## config.mk

```make
export PLATFORM = sky130hd
export DESIGN_NAME = cbq_cell
export DESIGN_NICKNAME = d
export VERILOG_FILES = /design/src/sv/cbq_pkg.sv /design/src/sv/cbq_cell.sv
export SDC_FILE = /design/constraint.sdc
export NUM_CORES = 2
export LEC_CHECK = 0
export BUFFER_PORTS_ARGS = -buffer_cell sky130_fd_sc_hd__buf_4
export CORE_MARGIN = 8
export CORE_UTILIZATION = 55
export CTS_CLUSTER_DIAMETER = 60
export DETAILED_ROUTE_END_ITERATION = 8
export PLACE_DENSITY = 0.74
export RECOVER_POWER = 100
export SLEW_MARGIN = 20
export SYNTH_ARGS = -nofsm -noshare
export SYNTH_HDL_FRONTEND = slang
export SYNTH_SLANG_ARGS = --single-unit
```

## constraint.sdc

```tcl
create_clock -name clk_i -period 21.8 [get_ports clk_i]
set_input_delay 0 -clock clk_i [delete_from_list [all_inputs] [get_ports clk_i]]
set_output_delay 0 -clock clk_i [all_outputs]
set_load 0.005 [all_outputs]
```

## src/sv/cbq_pkg.sv

```systemverilog
package cbq_pkg;

  // Field widths fixed by the sample formats.
  localparam int SampleW = 24;
  localparam int DataW   = 32;
  localparam int CoefW   = 32;
  localparam int AccW    = 40;
  localparam int ProdW   = 64;
  localparam int CntW    = 4;

  // Register indexes of the configuration port.
  localparam logic [2:0] RegB0    = 3'd0;
  localparam logic [2:0] RegB1    = 3'd1;
  localparam logic [2:0] RegB2    = 3'd2;
  localparam logic [2:0] RegA1    = 3'd3;
  localparam logic [2:0] RegA2    = 3'd4;
  localparam logic [2:0] RegCount = 3'd5;

  // Shared section coefficients, signed Q6.26.
  typedef struct packed {
    logic signed [CoefW-1:0] b0;
    logic signed [CoefW-1:0] b1;
    logic signed [CoefW-1:0] b2;
    logic signed [CoefW-1:0] a1;
    logic signed [CoefW-1:0] a2;
  } coef_t;

  // Word handed from one section cell to the next.
  typedef struct packed {
    logic signed [DataW-1:0] x;
    logic                    ch;
    logic                    thru;
  } tok_t;

endpackage

```

## src/sv/cbq_cell.sv

```systemverilog
module cbq_cell #(
  parameter int CHANNELS = 2
) (
  input  logic            clk_i,
  input  logic            rst_ni,
  input  cbq_pkg::coef_t  coef_i,
  input  logic            en_i,
  input  logic            clr_i,
  input  logic            in_vld_i,
  input  cbq_pkg::tok_t   in_tok_i,
  output logic            out_vld_o,
  output cbq_pkg::tok_t   out_tok_o
);

  localparam int ChIdxW = (CHANNELS > 1) ? $clog2(CHANNELS) : 1;

  localparam logic [2:0] StepB0  = 3'd0;
  localparam logic [2:0] StepB1  = 3'd1;
  localparam logic [2:0] StepB2  = 3'd2;
  localparam logic [2:0] StepA1  = 3'd3;
  localparam logic [2:0] StepA2  = 3'd4;
  localparam logic [2:0] StepSum = 3'd5;
  localparam logic [2:0] StepOut = 3'd6;

  localparam logic signed [cbq_pkg::ProdW-1:0] RoundHalf = 64'sd33554432;
  localparam logic signed [cbq_pkg::DataW-1:0] YMax = 32'sh7fff_ffff;
  localparam logic signed [cbq_pkg::DataW-1:0] YMin = 32'sh8000_0000;

  // Per-channel history of this section.
  logic signed [cbq_pkg::DataW-1:0] x1_q [CHANNELS];
  logic signed [cbq_pkg::DataW-1:0] x2_q [CHANNELS];
  logic signed [cbq_pkg::DataW-1:0] y1_q [CHANNELS];
  logic signed [cbq_pkg::DataW-1:0] y2_q [CHANNELS];

  logic                               run_q;
  logic [2:0]                         step_q;
  logic                               pvld_q;
  logic                               sub_q;
  logic                               out_vld_q;
  cbq_pkg::tok_t                      tok_q;
  cbq_pkg::tok_t                      out_tok_q;
  logic signed [cbq_pkg::ProdW-1:0]   prod_q;
  logic signed [cbq_pkg::AccW-1:0]    acc_q;

  logic [ChIdxW-1:0]                  ch_idx;
  logic signed [cbq_pkg::CoefW-1:0]   coef_sel;
  logic signed [cbq_pkg::DataW-1:0]   opnd_sel;
  logic signed [cbq_pkg::ProdW-1:0]   mul_w;
  logic signed [cbq_pkg::ProdW-1:0]   rsum_w;
  logic signed [37:0]                 rnd_w;
  logic signed [cbq_pkg::AccW-1:0]    term_w;
  logic signed [cbq_pkg::DataW-1:0]   y_w;
  logic                               start_w;
  logic                               fin_w;

  assign ch_idx  = ChIdxW'(tok_q.ch);
  assign start_w = in_vld_i && en_i && !in_tok_i.thru;
  assign fin_w   = run_q && (step_q == StepOut);

  // One tap per cycle through the shared multiplier.
  always_comb begin
    unique case (step_q)
      StepB0: begin
        coef_sel = coef_i.b0;
        opnd_sel = tok_q.x;
      end
      StepB1: begin
        coef_sel = coef_i.b1;
        opnd_sel = x1_q[ch_idx];
      end
      StepB2: begin
        coef_sel = coef_i.b2;
        opnd_sel = x2_q[ch_idx];
      end
      StepA1: begin
        coef_sel = coef_i.a1;
        opnd_sel = y1_q[ch_idx];
      end
      StepA2: begin
        coef_sel = coef_i.a2;
        opnd_sel = y2_q[ch_idx];
      end
      default: begin
        coef_sel = '0;
        opnd_sel = '0;
      end
    endcase
  end

  assign mul_w = coef_sel * opnd_sel;

  // Round to nearest with ties upward, then drop the 26 fraction bits.
  assign rsum_w = prod_q + RoundHalf;
  assign rnd_w  = rsum_w[63:26];
  assign term_w = sub_q ? -cbq_pkg::AccW'(rnd_w) : cbq_pkg::AccW'(rnd_w);

  // Saturate the exact sum to 32 bits.
  always_comb begin
    if (acc_q[39:31] == 9'h000 || acc_q[39:31] == 9'h1ff) begin
      y_w = acc_q[31:0];
    end else if (acc_q[39]) begin
      y_w = YMin;
    end else begin
      y_w = YMax;
    end
  end

  // Sequencer of the section.
  always_ff @(posedge clk_i or negedge rst_ni) begin
    if (!rst_ni) begin
      run_q     <= 1'b0;
      step_q    <= StepB0;
      pvld_q    <= 1'b0;
      out_vld_q <= 1'b0;
    end else begin
      out_vld_q <= 1'b0;
      pvld_q    <= run_q && (step_q <= StepA2);
      if (start_w) begin
        run_q  <= 1'b1;
        step_q <= StepB0;
        pvld_q <= 1'b0;
      end else if (in_vld_i) begin
        out_vld_q <= 1'b1;
      end else if (fin_w) begin
        run_q     <= 1'b0;
        out_vld_q <= 1'b1;
      end else if (run_q) begin
        step_q <= step_q + 3'd1;
      end
    end
  end

  // Product, accumulator and output word.
  always_ff @(posedge clk_i) begin
    prod_q <= mul_w;
    sub_q  <= (step_q == StepA1) || (step_q == StepA2);
    if (start_w) begin
      tok_q <= in_tok_i;
      acc_q <= '0;
    end else if (pvld_q) begin
      acc_q <= acc_q + term_w;
    end
    if (in_vld_i && !start_w) begin
      out_tok_q <= in_tok_i;
    end else if (fin_w) begin
      out_tok_q.x    <= y_w;
      out_tok_q.ch   <= tok_q.ch;
      out_tok_q.thru <= tok_q.thru;
    end
  end

  // History shifts once per processed sample; a stage count write clears it.
  always_ff @(posedge clk_i or negedge rst_ni) begin
    if (!rst_ni) begin
      for (int i = 0; i < CHANNELS; i++) begin
        x1_q[i] <= '0;
        x2_q[i] <= '0;
        y1_q[i] <= '0;
        y2_q[i] <= '0;
      end
    end else if (clr_i) begin
      for (int i = 0; i < CHANNELS; i++) begin
        x1_q[i] <= '0;
        x2_q[i] <= '0;
        y1_q[i] <= '0;
        y2_q[i] <= '0;
      end
    end else if (fin_w) begin
      x2_q[ch_idx] <= x1_q[ch_idx];
      x1_q[ch_idx] <= tok_q.x;
      y2_q[ch_idx] <= y1_q[ch_idx];
      y1_q[ch_idx] <= y_w;
    end
  end

  assign out_vld_o = out_vld_q;
  assign out_tok_o = out_tok_q;

endmodule

```

After elaboration in Yosys (flattened, before gate mapping)
Index checks and enable logic that the tools add are counted.
Widths: inputs -> output; s select.
Word-level totals
  output and inout bits: 35
  bits in registers: 435
Operators by class
  reduce and logical (&&, ||, !) cells: 18
  multiplexer cells: 44
  multipliers: 1
  bitwise operators: 1
  order comparisons: 3
  eq/ne operators: 8
  $add $sub $neg: 4
Operators by type and width (count)
  $mux 64: 8
  $mux 32: 15
  $pmux 32 s5: 2
  $bwmux 64: 4
  $mux 34: 2
  $add 64x27->64 const B: 1
  $mul 32x32->64: 1
  $add 40x40->40: 1
  $mux 40: 1
  $neg 38->40: 1
  $demux 32 s1: 1
  $mux 3: 4
  $eq 9x9->1 const B: 1
  $logic_not 9->1: 1
  $reduce_bool 2->1: 4
  $mux 1: 7
  $eq 3x2->1 const B: 2
  $eq 3x3->1 const B: 2
  $logic_and 1x1->1: 6
  $add 3x1->3 const B: 1
  $eq 3x1->1 const B: 1
  $le 3x3->1 const B: 1
  $logic_not 3->1: 1
  $reduce_and 3->1: 1
  8 further kinds: 10

Depth between registers and ports, before layout
  word-level depth: 8
  depth in mapped cells: 40

Least setup slack after synthesis
Ideal clock, no wire load.
  path type: reg2reg
  start: reg step_q[2]
  end: reg prod_q[62] (netlist name)
  data arrival time: 10.080 ns
  clock period less this slack: 10.198 ns
  stages on the path, launching flop included: 36
  library setup time: 0.118 ns
  path buffers: 6
  setup slack: 11.602 ns
  cells stage by stage: dfrtp_1 buf_2 clkbuf_1 inv_1 ha_1 clkbuf_1 clkbuf_1 a221oi_1 nor2_1 a2111oi_1 clkbuf_1 nor2_1 fa_1 inv_1 fa_1 fa_1 inv_1 fa_1 fa_1 fa_1 inv_1 fa_1 inv_1 fa_1 ha_1 clkbuf_1 nand4_1 nor2_1 nand3_1 nor2_1 or4b_1 o221a_2 nor3b_1 o21a_1 nor2_1 xnor2_1
On the way
  word-level cells in the longest chain between the ends: 3
Ends and longest elaborated chain
  start: declaration: RTL line cbq_cell.sv:36  | logic [2:0] step_q;
  start signal: assignment: RTL line cbq_cell.sv:112  | step_q <= StepB0;
  start signal: assignment: RTL line cbq_cell.sv:120  | step_q <= StepB0;
  start signal: assignment: RTL line cbq_cell.sv:128  | step_q <= step_q + 3'd1;
  $eq 3x3->1 (tied with other cells): RTL line cbq_cell.sv:62  | unique case (step_q)
  $pmux 32 s5: RTL line cbq_cell.sv:62
  $mul 32x32->64 (*): RTL line cbq_cell.sv:90  | assign mul_w = coef_sel * opnd_sel;
  via mul_w, one bit: RTL line cbq_cell.sv:48  | logic signed [cbq_pkg::ProdW-1:0] mul_w;
  end signal: assignment: RTL line cbq_cell.sv:135  | prod_q <= mul_w;
  end: declaration: RTL line cbq_cell.sv:42  | logic signed [cbq_pkg::ProdW-1:0] prod_q;
The timed path passes the listed nets; every way through them passes the cells marked *.
A chain may end at the register's enable or synchronous reset.

Final worst setup path
  start: reg step_q[2]
  end: reg prod_q[49] (netlist name)
Same word-level chain as after synthesis.

==> results.cfg <==
[global_route]
overflow = 0
antenna_found_initial = 7
grtUsageTotal_pct = 33.7
grt_pass1_wl_mm = 291
grt_start_max_net_pins = 127
first_global_vias = 48300

[route]
dr_wl_met3_mm = 23.7
wl_met1_mm = 68.7
detailedRoute.firstPassIterationCount = 8
dr.max_layer_used = met5
num_vias = 46000
vias_per_cell = 6.13
dr_wl_met2_mm = 84.1
routedWlPerCell_um = 25.1
drt_iter0_drc = 5002
route.detailed.drc = 0
drt-total-wl_mm = 188
drtAntennaViolNets = 0

[synth]
synth_seq_area_share_pct = 18.1
ys_async_sr_fraction_pct = 63.9
synth_mux_area_share_pct = 1.80
netlist.area_leader.share_pct = 38.5
synthTopCellsByArea = fa_1, dfrtp_1, inv_1
synth_top_family_by_area = adder cells
synthDistinctLibCells = 81
syn_area_mm2 = 0.0563
synth-compound-area-share_pct = 12.3
yosys_warnings = 0
synth_ff_type = dfrtp_1
synthAdderAreaFrac_pct = 43.5
synth_enable_flop_cells = 68
synth_nets = 7510
yosysTopAreaCell = fa_1
avgSynthCellArea_um2 = 9.38
syn_inst = 6002
ys_seq_elements = 410
synth-simple-area-share_pct = 12.2
synth-xor-area-share_pct = 2.41

[worst_hold_path]
hold_class = in2reg

[floorplanning]
fp-row-count = 117
core_area_mm2 = 0.102
die_area_mm2 = 0.113
chipWidth_um = 336
die_h_um = 336
pin_count = 234
initial_core_util_pct = 55.4

[timing]
skew_ns = 0.0277
slew_viol_final = 765
setup_viol = 0
rsz0062_at_grt = no
worstMarginPinSlew_ns = 6.89
min_period_ns = 14.20
hold_viol = 0
slew_headroom_pct = -360
min_period_over_period_pct = 65.1
clock.fmax_mhz = 70.4
setup_tns_ns = 0

[worst_setup_path]
cp_max_fo = 55
critPathKind = reg2reg
slowest_stage = clkbuf_1
crit_required_ns = 22.30
crit_top_cell = fa_1
crit_buf_inv = 5
cp.arrival_ns = 14.71
critPathMaxStageDelay_ns = 2.34
crit_family = compound AO/OA/AOI/OAI gates
critPathCaptureType = flop
start_kind = flop

[place]
gp_congestion = 1.01
io_buffer_count = 233
dpl_cell_area_mm2 = 0.0597
dp_hpwl_mm = 140

[cells_and_area]
final_cell_area_mm2 = 0.0613
nNetsFinal = 7599
area_growth_pct = 8.81
drive_gt1_share_pct = 7.36

[cts]
post_cts_buffers = 0
cts_root_buffer = clkbuf_16
cts_resized = 0
clock_latency_ns = 0.60
numCtsBuffers = 45
holdBufCountCts = 37
clkSlewWorstSetupHoldPaths_ns = 0.06
clockBufferDepth = 3
cts_tree = yes
htree_levels = 2
cts.sinks = 410

[job]
max-cap-violations = 13

[status]
status = complete, but fails checks
violations = max-capacitance violations, max-slew violations
cell usage in the layout (no fill, tap or decap), types with 62 or more instances in the layout:
master	count
nand2_1	684
nand3_1	62
ha_1	225
a21oi_1	111
dfxtp_1	80
mux2i_1	81
inv_1	1092
and2_1	62
xnor2_1	108
nor2_1	632
buf_4	274
edfxtp_1	68
a22o_1	263
clkbuf_1	72
dfrtp_1	261
fa_1	1082
o21ai_0	165
final timing paths:
kind                               from    endpoint  slack, ns  depth (start not counted)
min                        in_tok_i[31]   tok_q[31]       0.16                          2
max reg2reg                   step_q[2]  prod_q[49]       7.60                         26
min in group asynchronous        rst_ni   out_vld_o       2.57                          2
min reg2reg                    y2_q[38]    y2_q[38]       0.51                          1
max                           step_q[2]  prod_q[49]       7.60                         26
max in group asynchronous        rst_ni    x2_q[20]      12.93                          3
flip-flops by register name, indices dropped and copies added (netlist names):
name / count
x1_q: 64
x2_q: 64
y1_q: 64
y2_q: 64
acc_q: 40
prod_q: 39
out_tok_o: 34
tok_q: 33
step_q: 3
ch_idx: 1
out_vld_o: 1
pvld_q: 1
run_q: 1
sub_q: 1
cells by family (layout without fill, tap and decap cells):
family / after synthesis / after routing
other cells: 0 / 8
mux: 99 / 99
simple gates: 1631 / 1631
compound gates: 953 / 953
xor+xnor: 155 / 155
flops: 410 / 410
fa+ha+maj: 1309 / 1309
buf+inv: 1445 / 1570
Yosys cell counts (8+ instances only):
| cell | number |
|---|---|
| edfxtp_1 | 68 |
| nand2_1 | 686 |
| a21oi_1 | 110 |
| a221oi_1 | 50 |
| and4_1 | 8 |
| o21a_1 | 14 |
| dfxtp_1 | 80 |
| nor2_1 | 641 |
| a31oi_1 | 60 |
| o31ai_1 | 21 |
| xor2_1 | 47 |
| nand2b_1 | 15 |
| a222oi_1 | 20 |
| mux2i_1 | 81 |
| nor2b_1 | 15 |
| nand4_1 | 30 |
| buf_2 | 12 |
| clkbuf_1 | 312 |
| nor4_1 | 21 |
| o211ai_1 | 29 |
| dfrtp_1 | 262 |
| o21ai_0 | 163 |
| xnor2_1 | 108 |
| buf_1 | 26 |
| a221o_1 | 13 |
| o21ai_1 | 14 |
| ha_1 | 227 |
| and3_1 | 23 |
| fa_1 | 1082 |
| a211oi_1 | 14 |
| inv_1 | 1092 |
| and2_1 | 62 |
| a21o_1 | 53 |
| a22oi_1 | 47 |
| o21bai_1 | 17 |
| mux2_2 | 18 |
| nor3_1 | 27 |
| a22o_1 | 263 |
| nand3_1 | 62 |
worst register-to-register path, delay by kind of cell, from the launching register on:
family / cells / cell delay (ns)
fa+ha+maj: 9 / 4.38
flops: 1 / 0.89
simple gates: 2 / 1.05
xor+xnor: 1 / 0.15
buf+inv: 5 / 2.55
compound gates: 9 / 5.07
layer usage:
layer  up-vias  GRT usage [%]
met3       683           10.3
met5         -              0
li1      19200              -
met2      2950           52.0
met1     23100           43.0
met4         4           16.8
metrics by stage:
| step | setup slack (ns) | hold slack, ns | utilization [%] | instances |
|---|---|---|---|---|
| finish | 7.60 | 0.156 | 60.3 | 7503 |
| global route | 7.31 | 0.167 | 60.3 | 7495 |
| CTS | 10.37 | 0.0571 | 60.6 | 7495 |
| detailed placement | 10.46 | 0.173 | 58.8 | 7375 |
| global placement | 10.39 | 0.166 | 58.7 | 7374 |
| floorplan | 11.60 | -0.296 | - | 6002 |
layout make-up:
| class | count | area, um2 |
|---|---|---|
| Clock buffer | 57 | 1220 |
| Antenna cell | 8 | 20.0 |
| Timing Repair Buffer | 394 | 2810 |
| Fill cell | 8597 | 40300 |
| Multi-Input combinational cell | 4147 | 40900 |
| Sequential cell | 410 | 10200 |
| Inverter | 1093 | 4100 |
| Clock inverter | 26 | 264 |
| Tap cell | 1368 | 1710 |
Power is not shown: default switching activity piles up to over one toggle a cycle in this logic, so the estimate is an artifact.
